[config.mk]
export PLATFORM = sky130hd
export DESIGN_NAME = compass_heading_moving_average_unit
export DESIGN_NICKNAME = d
export VERILOG_FILES = /design/src/chma_pkg.sv /design/src/compass_heading_moving_average_unit.sv /design/src/chma_ctrl.sv /design/src/chma_dp.sv
export SDC_FILE = /design/constraint.sdc
export NUM_CORES = 1
export LEC_CHECK = 0
export BUFFER_PORTS_ARGS = -buffer_cell sky130_fd_sc_hd__buf_2
export CAP_MARGIN = 30
export CORE_MARGIN = 2
export CORE_UTILIZATION = 55
export CTS_CLUSTER_SIZE = 10
export DETAILED_ROUTE_END_ITERATION = 12
export PLACE_DENSITY = 0.78
export SKIP_LAST_GASP = 1
export SLEW_MARGIN = 0
export SYNTH_ARGS = -nofsm -noshare
export SYNTH_HDL_FRONTEND = slang
export SYNTH_SLANG_ARGS = --single-unit
[constraint.sdc]
create_clock -name clk -period 5.85 [get_ports clk]
set_input_delay 1.17 -clock clk [delete_from_list [all_inputs] [get_ports clk]]
set_output_delay 1.17 -clock clk [all_outputs]
set_load 0.1 [all_outputs]
[src/chma_pkg.sv]
// ----------------------------------------------------------------------------
// chma_pkg: shared types and constants
// Constants, arctangent table and controller interface types for the
// compass heading moving average unit.
// ----------------------------------------------------------------------------
package chma_pkg;

	localparam int CORDIC_STEPS = 18;
	localparam int STEP_W       = 5;
	localparam int CW           = 20;
	localparam int ZW           = 24;
	localparam int HEAD_W       = 17;
	localparam int HRAW_W       = 19;
	localparam int OUT_W        = 9;

	localparam logic signed [HRAW_W-1:0] HEAD_90_Q8  = 19'sd23040;
	localparam logic signed [HRAW_W-1:0] HEAD_270_Q8 = 19'sd69120;
	localparam logic signed [HRAW_W-1:0] HEAD_MAX_Q8 = 19'sd92159;
	localparam logic [HEAD_W-1:0]        HEAD_180_Q8 = 17'd46080;

	typedef enum logic [2:0] {
		ST_IDLE,
		ST_ROT,
		ST_HEAD,
		ST_ACC,
		ST_DIV,
		ST_OUT
	} state_t;

	typedef struct packed {
		logic load;
		logic rot;
		logic head;
		logic acc;
		logic div;
		logic out_load;
	} cmd_t;

	typedef struct packed {
		logic rot_last;
	} status_t;

	// Arctangent of 2^-i in units of 2^-16 degree.
	function automatic logic [21:0] atan_lut(input logic [STEP_W-1:0] idx);
		logic [21:0] v;
		unique case (idx)
			5'd0:    v = 22'd2949120;
			5'd1:    v = 22'd1740967;
			5'd2:    v = 22'd919879;
			5'd3:    v = 22'd466945;
			5'd4:    v = 22'd234379;
			5'd5:    v = 22'd117304;
			5'd6:    v = 22'd58666;
			5'd7:    v = 22'd29335;
			5'd8:    v = 22'd14668;
			5'd9:    v = 22'd7334;
			5'd10:   v = 22'd3667;
			5'd11:   v = 22'd1833;
			5'd12:   v = 22'd917;
			5'd13:   v = 22'd458;
			5'd14:   v = 22'd229;
			5'd15:   v = 22'd115;
			5'd16:   v = 22'd57;
			5'd17:   v = 22'd29;
			default: v = 22'd0;
		endcase
		return v;
	endfunction

endpackage

[src/compass_heading_moving_average_unit.sv]
// ----------------------------------------------------------------------------
// compass_heading_moving_average_unit: compass heading with moving average
// Converts magnetometer X/Y pairs to headings and averages the last
// AVG_DEPTH of them.
// ----------------------------------------------------------------------------
// Each accepted beat carries one X/Y sample pair and yields one output beat
// holding the mean of the last AVG_DEPTH headings in whole degrees. The mean
// is plain arithmetic with no wrap handling at north, and the history starts
// as zeros after reset. Each sample passes through the accepting step, the
// serial CORDIC arctangent, the heading, the ring update, the average and
// the output load, and a new sample is accepted only after the previous one
// has left the output load step. The result waits in the output register,
// so the next sample is taken while it is still pending; only the output
// load step stalls while an earlier result has not been taken.
// ----------------------------------------------------------------------------
module compass_heading_moving_average_unit
	import chma_pkg::*;
#(
	parameter int AVG_DEPTH = 8
) (
	input  logic        clk,
	input  logic        arst_n,
	input  logic        s_tvalid,
	output logic        s_tready,
	input  logic [31:0] s_tdata,   // [15:0] field_x, [31:16] field_y
	output logic        m_tvalid,
	input  logic        m_tready,
	output logic [15:0] m_tdata    // [8:0] heading_deg, [15:9] zero
);

	cmd_t             cmd;
	status_t          sts;
	logic [OUT_W-1:0] heading_deg;

	chma_ctrl u_ctrl (
		.clk       (clk),
		.arst_n    (arst_n),
		.in_valid  (s_tvalid),
		.in_ready  (s_tready),
		.out_valid (m_tvalid),
		.out_ready (m_tready),
		.sts       (sts),
		.cmd       (cmd)
	);

	chma_dp #(
		.AVG_DEPTH (AVG_DEPTH)
	) u_dp (
		.clk         (clk),
		.arst_n      (arst_n),
		.cmd         (cmd),
		.sts         (sts),
		.field_x     (s_tdata[15:0]),
		.field_y     (s_tdata[31:16]),
		.heading_deg (heading_deg)
	);

	assign m_tdata = {7'b0, heading_deg};

endmodule

[src/chma_ctrl.sv]
// ----------------------------------------------------------------------------
// chma_ctrl: sequencing controller
// Walks each sample through rotation, heading, accumulation, division and
// output load, and owns the input ready and the output valid flag.
// ----------------------------------------------------------------------------
module chma_ctrl
	import chma_pkg::*;
(
	input  logic    clk,
	input  logic    arst_n,
	input  logic    in_valid,
	output logic    in_ready,
	output logic    out_valid,
	input  logic    out_ready,
	input  status_t sts,
	output cmd_t    cmd
);

	state_t state_q;
	state_t state_nxt;
	logic   out_valid_q;
	logic   out_free;

	assign out_free = !out_valid_q || out_ready;

	always_comb begin
		state_nxt = state_q;
		unique case (state_q)
			ST_IDLE: if (in_valid) state_nxt = ST_ROT;
			ST_ROT:  if (sts.rot_last) state_nxt = ST_HEAD;
			ST_HEAD: state_nxt = ST_ACC;
			ST_ACC:  state_nxt = ST_DIV;
			ST_DIV:  state_nxt = ST_OUT;
			ST_OUT:  if (out_free) state_nxt = ST_IDLE;
			default: state_nxt = ST_IDLE;
		endcase
	end

	always_comb begin
		cmd      = '0;
		in_ready = 1'b0;
		unique case (state_q)
			ST_IDLE: begin
				in_ready = 1'b1;
				cmd.load = in_valid;
			end
			ST_ROT:  cmd.rot = 1'b1;
			ST_HEAD: cmd.head = 1'b1;
			ST_ACC:  cmd.acc = 1'b1;
			ST_DIV:  cmd.div = 1'b1;
			ST_OUT:  cmd.out_load = out_free;
			default: cmd = '0;
		endcase
	end

	always_ff @(posedge clk or negedge arst_n) begin
		if (!arst_n) begin
			state_q     <= ST_IDLE;
			out_valid_q <= 1'b0;
		end else begin
			state_q <= state_nxt;
			if (cmd.out_load) begin
				out_valid_q <= 1'b1;
			end else if (out_ready) begin
				out_valid_q <= 1'b0;
			end
		end
	end

	assign out_valid = out_valid_q;

endmodule

[src/chma_dp.sv]
// ----------------------------------------------------------------------------
// chma_dp: heading and averaging datapath
// Serial CORDIC arctangent, heading formation, heading ring with running
// sum, and a reciprocal multiply that yields the average in whole degrees.
// ----------------------------------------------------------------------------
module chma_dp
	import chma_pkg::*;
#(
	parameter int AVG_DEPTH = 8
) (
	input  logic                    clk,
	input  logic                    arst_n,
	input  cmd_t                    cmd,
	output status_t                 sts,
	input  logic signed [15:0]      field_x,
	input  logic signed [15:0]      field_y,
	output logic        [OUT_W-1:0] heading_deg
);

	localparam int SLOT_W = (AVG_DEPTH > 1) ? $clog2(AVG_DEPTH) : 1;
	localparam int SUM_W  = HEAD_W + $clog2(AVG_DEPTH);
	localparam int QB     = SUM_W - 8;
	localparam int RSH    = QB + $clog2(AVG_DEPTH);
	localparam int MW     = QB + 1;
	localparam int PW     = QB + MW;
	localparam logic [MW-1:0]     RECIP     = MW'((2 ** RSH + AVG_DEPTH - 1) / AVG_DEPTH);
	localparam logic [SLOT_W-1:0] SLOT_LAST = SLOT_W'(AVG_DEPTH - 1);

	logic signed [CW-1:0]     cx_q, cy_q;
	logic signed [ZW-1:0]     z_q;
	logic [STEP_W-1:0]        step_q;
	logic                     y_zero_q, y_neg_q, x_neg_q;
	logic signed [CW-1:0]     ax, ay, sx, sy;
	logic signed [ZW-1:0]     lut_s;

	logic signed [ZW-1:0]     phi_sum;
	logic signed [15:0]       phi8;
	logic signed [HRAW_W-1:0] h_raw;
	logic [HEAD_W-1:0]        h_new;
	logic [HEAD_W-1:0]        head_q;

	logic [HEAD_W-1:0]        ring_mem [AVG_DEPTH];
	logic [HEAD_W-1:0]        ring_rd_q;
	logic [AVG_DEPTH-1:0]     ring_vld_q;
	logic [SLOT_W-1:0]        slot_q;
	logic [SUM_W-1:0]         sum_q;
	logic [SUM_W-1:0]         old_val;
	logic [SUM_W-1:0]         sum_new;

	logic [PW-1:0]            quo_prod;
	logic [OUT_W-1:0]         quo_q;
	logic [OUT_W-1:0]         out_q;

	// CORDIC vectoring, one micro-rotation per cycle.
	assign ax    = CW'(field_x);
	assign ay    = CW'(field_y);
	assign sx    = cx_q >>> step_q;
	assign sy    = cy_q >>> step_q;
	assign lut_s = {2'b00, atan_lut(step_q)};

	always_ff @(posedge clk) begin
		if (cmd.load) begin
			cx_q     <= field_y[15] ? -ay : ay;
			cy_q     <= field_y[15] ? -ax : ax;
			z_q      <= '0;
			step_q   <= '0;
			y_zero_q <= (field_y == 16'sd0);
			y_neg_q  <= field_y[15];
			x_neg_q  <= field_x[15];
		end else if (cmd.rot) begin
			step_q <= step_q + STEP_W'(1);
			if (cy_q != '0) begin
				if (!cy_q[CW-1]) begin
					cx_q <= cx_q + sy;
					cy_q <= cy_q - sx;
					z_q  <= z_q + lut_s;
				end else begin
					cx_q <= cx_q - sy;
					cy_q <= cy_q + sx;
					z_q  <= z_q - lut_s;
				end
			end
		end
	end

	assign sts.rot_last = (step_q == STEP_W'(CORDIC_STEPS - 1));

	// Heading in Q9.8 from the rounded angle, clamped below 360 degrees.
	assign phi_sum = z_q + 24'sd128;
	assign phi8    = 16'(phi_sum >>> 8);
	assign h_raw   = (y_neg_q ? HEAD_270_Q8 : HEAD_90_Q8) - {{3{phi8[15]}}, phi8};

	always_comb begin
		if (y_zero_q) begin
			h_new = x_neg_q ? HEAD_180_Q8 : '0;
		end else if (h_raw < 0) begin
			h_new = '0;
		end else if (h_raw > HEAD_MAX_Q8) begin
			h_new = HEAD_MAX_Q8[HEAD_W-1:0];
		end else begin
			h_new = h_raw[HEAD_W-1:0];
		end
	end

	always_ff @(posedge clk) begin
		if (cmd.head) begin
			head_q    <= h_new;
			ring_rd_q <= ring_mem[slot_q];
		end
		if (cmd.acc) begin
			ring_mem[slot_q] <= head_q;
		end
	end

	// Entries never written read as zero.
	assign old_val = ring_vld_q[slot_q] ? SUM_W'(ring_rd_q) : '0;
	assign sum_new = sum_q - old_val + SUM_W'(head_q);

	always_ff @(posedge clk or negedge arst_n) begin
		if (!arst_n) begin
			ring_vld_q <= '0;
			slot_q     <= '0;
			sum_q      <= '0;
		end else if (cmd.acc) begin
			ring_vld_q[slot_q] <= 1'b1;
			slot_q             <= (slot_q == SLOT_LAST) ? '0 : slot_q + SLOT_W'(1);
			sum_q              <= sum_new;
		end
	end

	// The sum in whole degrees times a scaled reciprocal of the ring depth
	// gives the exact truncated mean over the whole range of the sum.
	assign quo_prod = PW'(sum_q[SUM_W-1:8]) * PW'(RECIP);

	always_ff @(posedge clk) begin
		if (cmd.div) begin
			quo_q <= quo_prod[RSH +: OUT_W];
		end
		if (cmd.out_load) begin
			out_q <= quo_q;
		end
	end

	assign heading_deg = out_q;

endmodule
==> out/qor.txt <==
CP Class -> reg -> reg
drt wl/cell -> 20.2 microns
vias in the first global route -> 16300
grt met1 use -> 35.3%
Rel. slew slack -> 36.1%
area share of fa/ha/maj cells after synthesis -> 8.21%
hold path depth -> 0
Most Crowded Layer GR -> met2
multiplexer share of the synthesized area -> 6.83%
Hold Path Class -> reg -> reg
Syn Inst Count -> 2067
Worst Path Max Fanout -> 11
H-tree depth -> 2
Port Buffers -> 46
Root Buffer -> clkbuf_16
Levels on crit path -> 18
crit path cell chain -> nor3b_2, a22o_1, a221oi_1, and3_1, nor2b_1, fa_1, inv_1, ha_1, a21o_1, a21o_1, a2111oi_0, o32a_1, o21a_1, o2111ai_1, a31oi_1, nor2_1, o41ai_1, o32ai_1
Ports -> 54
endpoint of the worst-slack reg-to-reg timing path -> u_dp.sum_q[19]
# setup viols final -> 0
Final Critical Period -> 5440 ps
Synth Area in Compound Gates -> 16.6%
RSZ-0062 raised after global routing -> false
Worst Setup End Kind -> flop
initial core utilization -> 55.7%
Seq/Total Area, Yosys -> 42.3%
Synth Flop Type -> edfxtp_1
CTS Sinks -> 317
worst endpoint data arrival time -> 5860 ps
Critical Path Most Common Cell -> a21o_1
CORE AREA -> 37500 sq um
setup tns final -> 0 ps
final clock skew -> 17.8 ps
synthesized area per cell -> 10.1 sq um
Hold Path End -> u_dp.heading_deg[8]
hold path startpoint -> u_dp.quo_q[8]
Yosys top cell area share -> 33.2%
Chip Height -> 199 microns
via/cell ratio -> 6.24
xor-xnor portion of the synthesized cell area -> 7.04%
CP top delay family -> compound AO/OA/AOI/OAI gates
hpwl dp -> 37.8 mm
Ant. Diodes -> 0
Post-Synth Simple-Gate Area -> 14.4%
Synth cell types -> 93
antenna violations before repair -> 0
max-cap viol count -> 0
number of synthesized flops with an enable pin -> 231
critical path launch point type -> flop
gr ovfl total -> 0
DR iter-0 viols -> 1442
Max Clock Freq -> 184 MHz
synth cell count leaders -> edfxtp_1, nand2_1, nor2_1, o21ai_0, inv_1
Die W -> 199 microns
Worst Path Required -> 6270 ps
Clk pin slew, worst setup/hold paths -> 60 ps
grt met2 use -> 46.9%
status -> completed
Hold-fix buffers, CTS -> 0
via count -> 16600
WP buf/inv -> 1
Total Wirelength -> 53.8 mm
Yosys warnings -> 0
Async SR Flop Fraction -> 11.0%
GPL Wtd Cong -> 0.955
largest net degree at the start of global routing -> 49
DRT Pass-1 Iters -> 5
reg2reg start -> u_dp.slot_q[2]
register bit total from synthesis -> 317
period utilization -> 93.0%
met3 Track Usage GR -> 4.26%
Reg2Reg Setup Slack -> 410 ps
final hold vios -> 0
cell area after synthesis -> 20900 sq um
most common cell in the netlist -> edfxtp_1
share of layout cells above drive strength 1 -> 11.4%
clk_lat worst skew -> 570 ps
number of buffers created by CTS -> 39
DRC viols -> 0
CP peak stage delay -> 700 ps
DRT antenna net count -> 0
Tightest Pin Transition -> 956 ps
Max Transition Viols Final -> 0
Syn-to-layout area delta -> 10.5%
global-route wire length before repair -> 85.8 mm
area occupied by registers -> 8840 sq um
die area -> 39500 sq um
Core Rows -> 71
CTS tree -> done
Area contributors post-synth -> edfxtp_1, ha_1, dfxtp_1, dfrtp_1, xnor2_1
Slowest cell on crit path -> a2111oi_0
Worst R2R Path Depth -> 18
Multi-input gate area -> 11200 sq um
Final nets -> 2280
filler cell count -> 3006
Clock Path Buffers -> 3
largest area contributor in the netlist -> edfxtp_1
GRT Util Overall -> 27.4%
largest family of logic cells by synthesized area -> compound AO/OA/AOI/OAI gates
final cells by class:
type	instances	area share (%)
well taps	511	2.77
clock inverters	10	0.445
multi-input cells	1526	48.3
flip-flops and latches	317	38.3
repair buffers	104	3.42
clock buffers	61	4.59
inverters	131	2.13
metrics by stage:
stage | setup slack [ps] | util [%] | hold WS [ps] | cells | area, sq um
final | 407 | 61.5 | 420 | 2660 | 23100
after global routing | 45.5 | 61.5 | 425 | 2660 | 23100
after CTS | 178 | 61.5 | 419 | 2659 | 23100
after detailed placement | 208 | 58.4 | 405 | 2588 | 21900
after floorplan | 788 | - | 400 | 2073 | 20900
after global placement | 396 | 58.0 | 401 | 2580 | 21700
how the worst max path moves through the flow:
| stage | start | endpoint | slack, ps |
|---|---|---|---|
| after global placement | u_dp.step_q[0] | u_dp.cx_q[19] | 400 |
| after detailed placement | u_dp.step_q[0] | u_dp.cy_q[18] | 210 |
| final | u_dp.slot_q[2] | u_dp.sum_q[19] | 410 |
| after CTS | u_dp.step_q[0] | u_dp.cy_q[18] | 180 |
| after global routing | u_dp.step_q[1] | u_dp.cx_q[19] | 50 |
| after floorplan | u_dp.slot_q[2] | u_dp.sum_q[19] | 790 |
registers in the layout (all words and copies together), names as in the netlist, 5 cells and up:
register	cells
u_dp.step_q	5
u_dp.head_q	17
u_dp.quo_q	9
u_dp.z_q	24
u_dp.ring_rd_q	17
u_dp.ring_mem	136
u_dp.lut_s	22
u_dp.heading_deg	9
u_dp.ring_vld_q	8
u_dp.cy_q	20
u_dp.cx_q	20
u_dp.sum_q	20
routing by layer:
metal	vias up	share of wire [%]
li1	7729	-
met1	8018	41
met2	717	49
met3	128	7.2
met4	0	3.1
met5	-	0
what timing repair did:
action                                  CTS  global route
endpoints found under the setup margin    0             6
hold endpoints to repair                  0             0
resized for setup                         0             1
buffers inserted                          0             1
logic make-up (layout without fill, tap and decap cells):
| group | after synthesis | after routing |
|---|---|---|
| and+or+nand+nor | 604 | 604 |
| adders and majority gates | 125 | 125 |
| AOI/OAI and AO/OA | 534 | 534 |
| other | 1 | 7 |
| muxes | 89 | 89 |
| buffers and inverters | 230 | 306 |
| DFF | 317 | 317 |
| xor gates and xnor gates | 167 | 167 |
cell usage in the layout, fill, tap and decap left out, types with 20 or more instances in the layout:
cell type / netlist / layout
clkbuf_16: 0 / 39
edfxtp_1: 231 / 231
buf_4: 9 / 49
nand4_1: 33 / 33
o21ai_0: 139 / 138
a21oi_1: 111 / 111
nand3_1: 45 / 45
xnor2_1: 99 / 99
xor2_1: 67 / 67
a22oi_1: 74 / 74
a21o_1: 25 / 25
inv_1: 129 / 129
fa_1: 20 / 20
mux4_2: 36 / 36
dfrtp_1: 35 / 35
ha_1: 105 / 105
nand2_1: 176 / 175
buf_2: 12 / 46
clkbuf_1: 65 / 22
mux2i_1: 34 / 34
o31ai_1: 22 / 22
nor2_1: 139 / 138
nor2b_1: 31 / 31
and3_1: 20 / 20
dfxtp_1: 51 / 49
nor3_1: 36 / 34
and2_1: 21 / 21
Power is not shown: default switching activity piles up to over one toggle a cycle in this logic, so the estimate is an artifact.
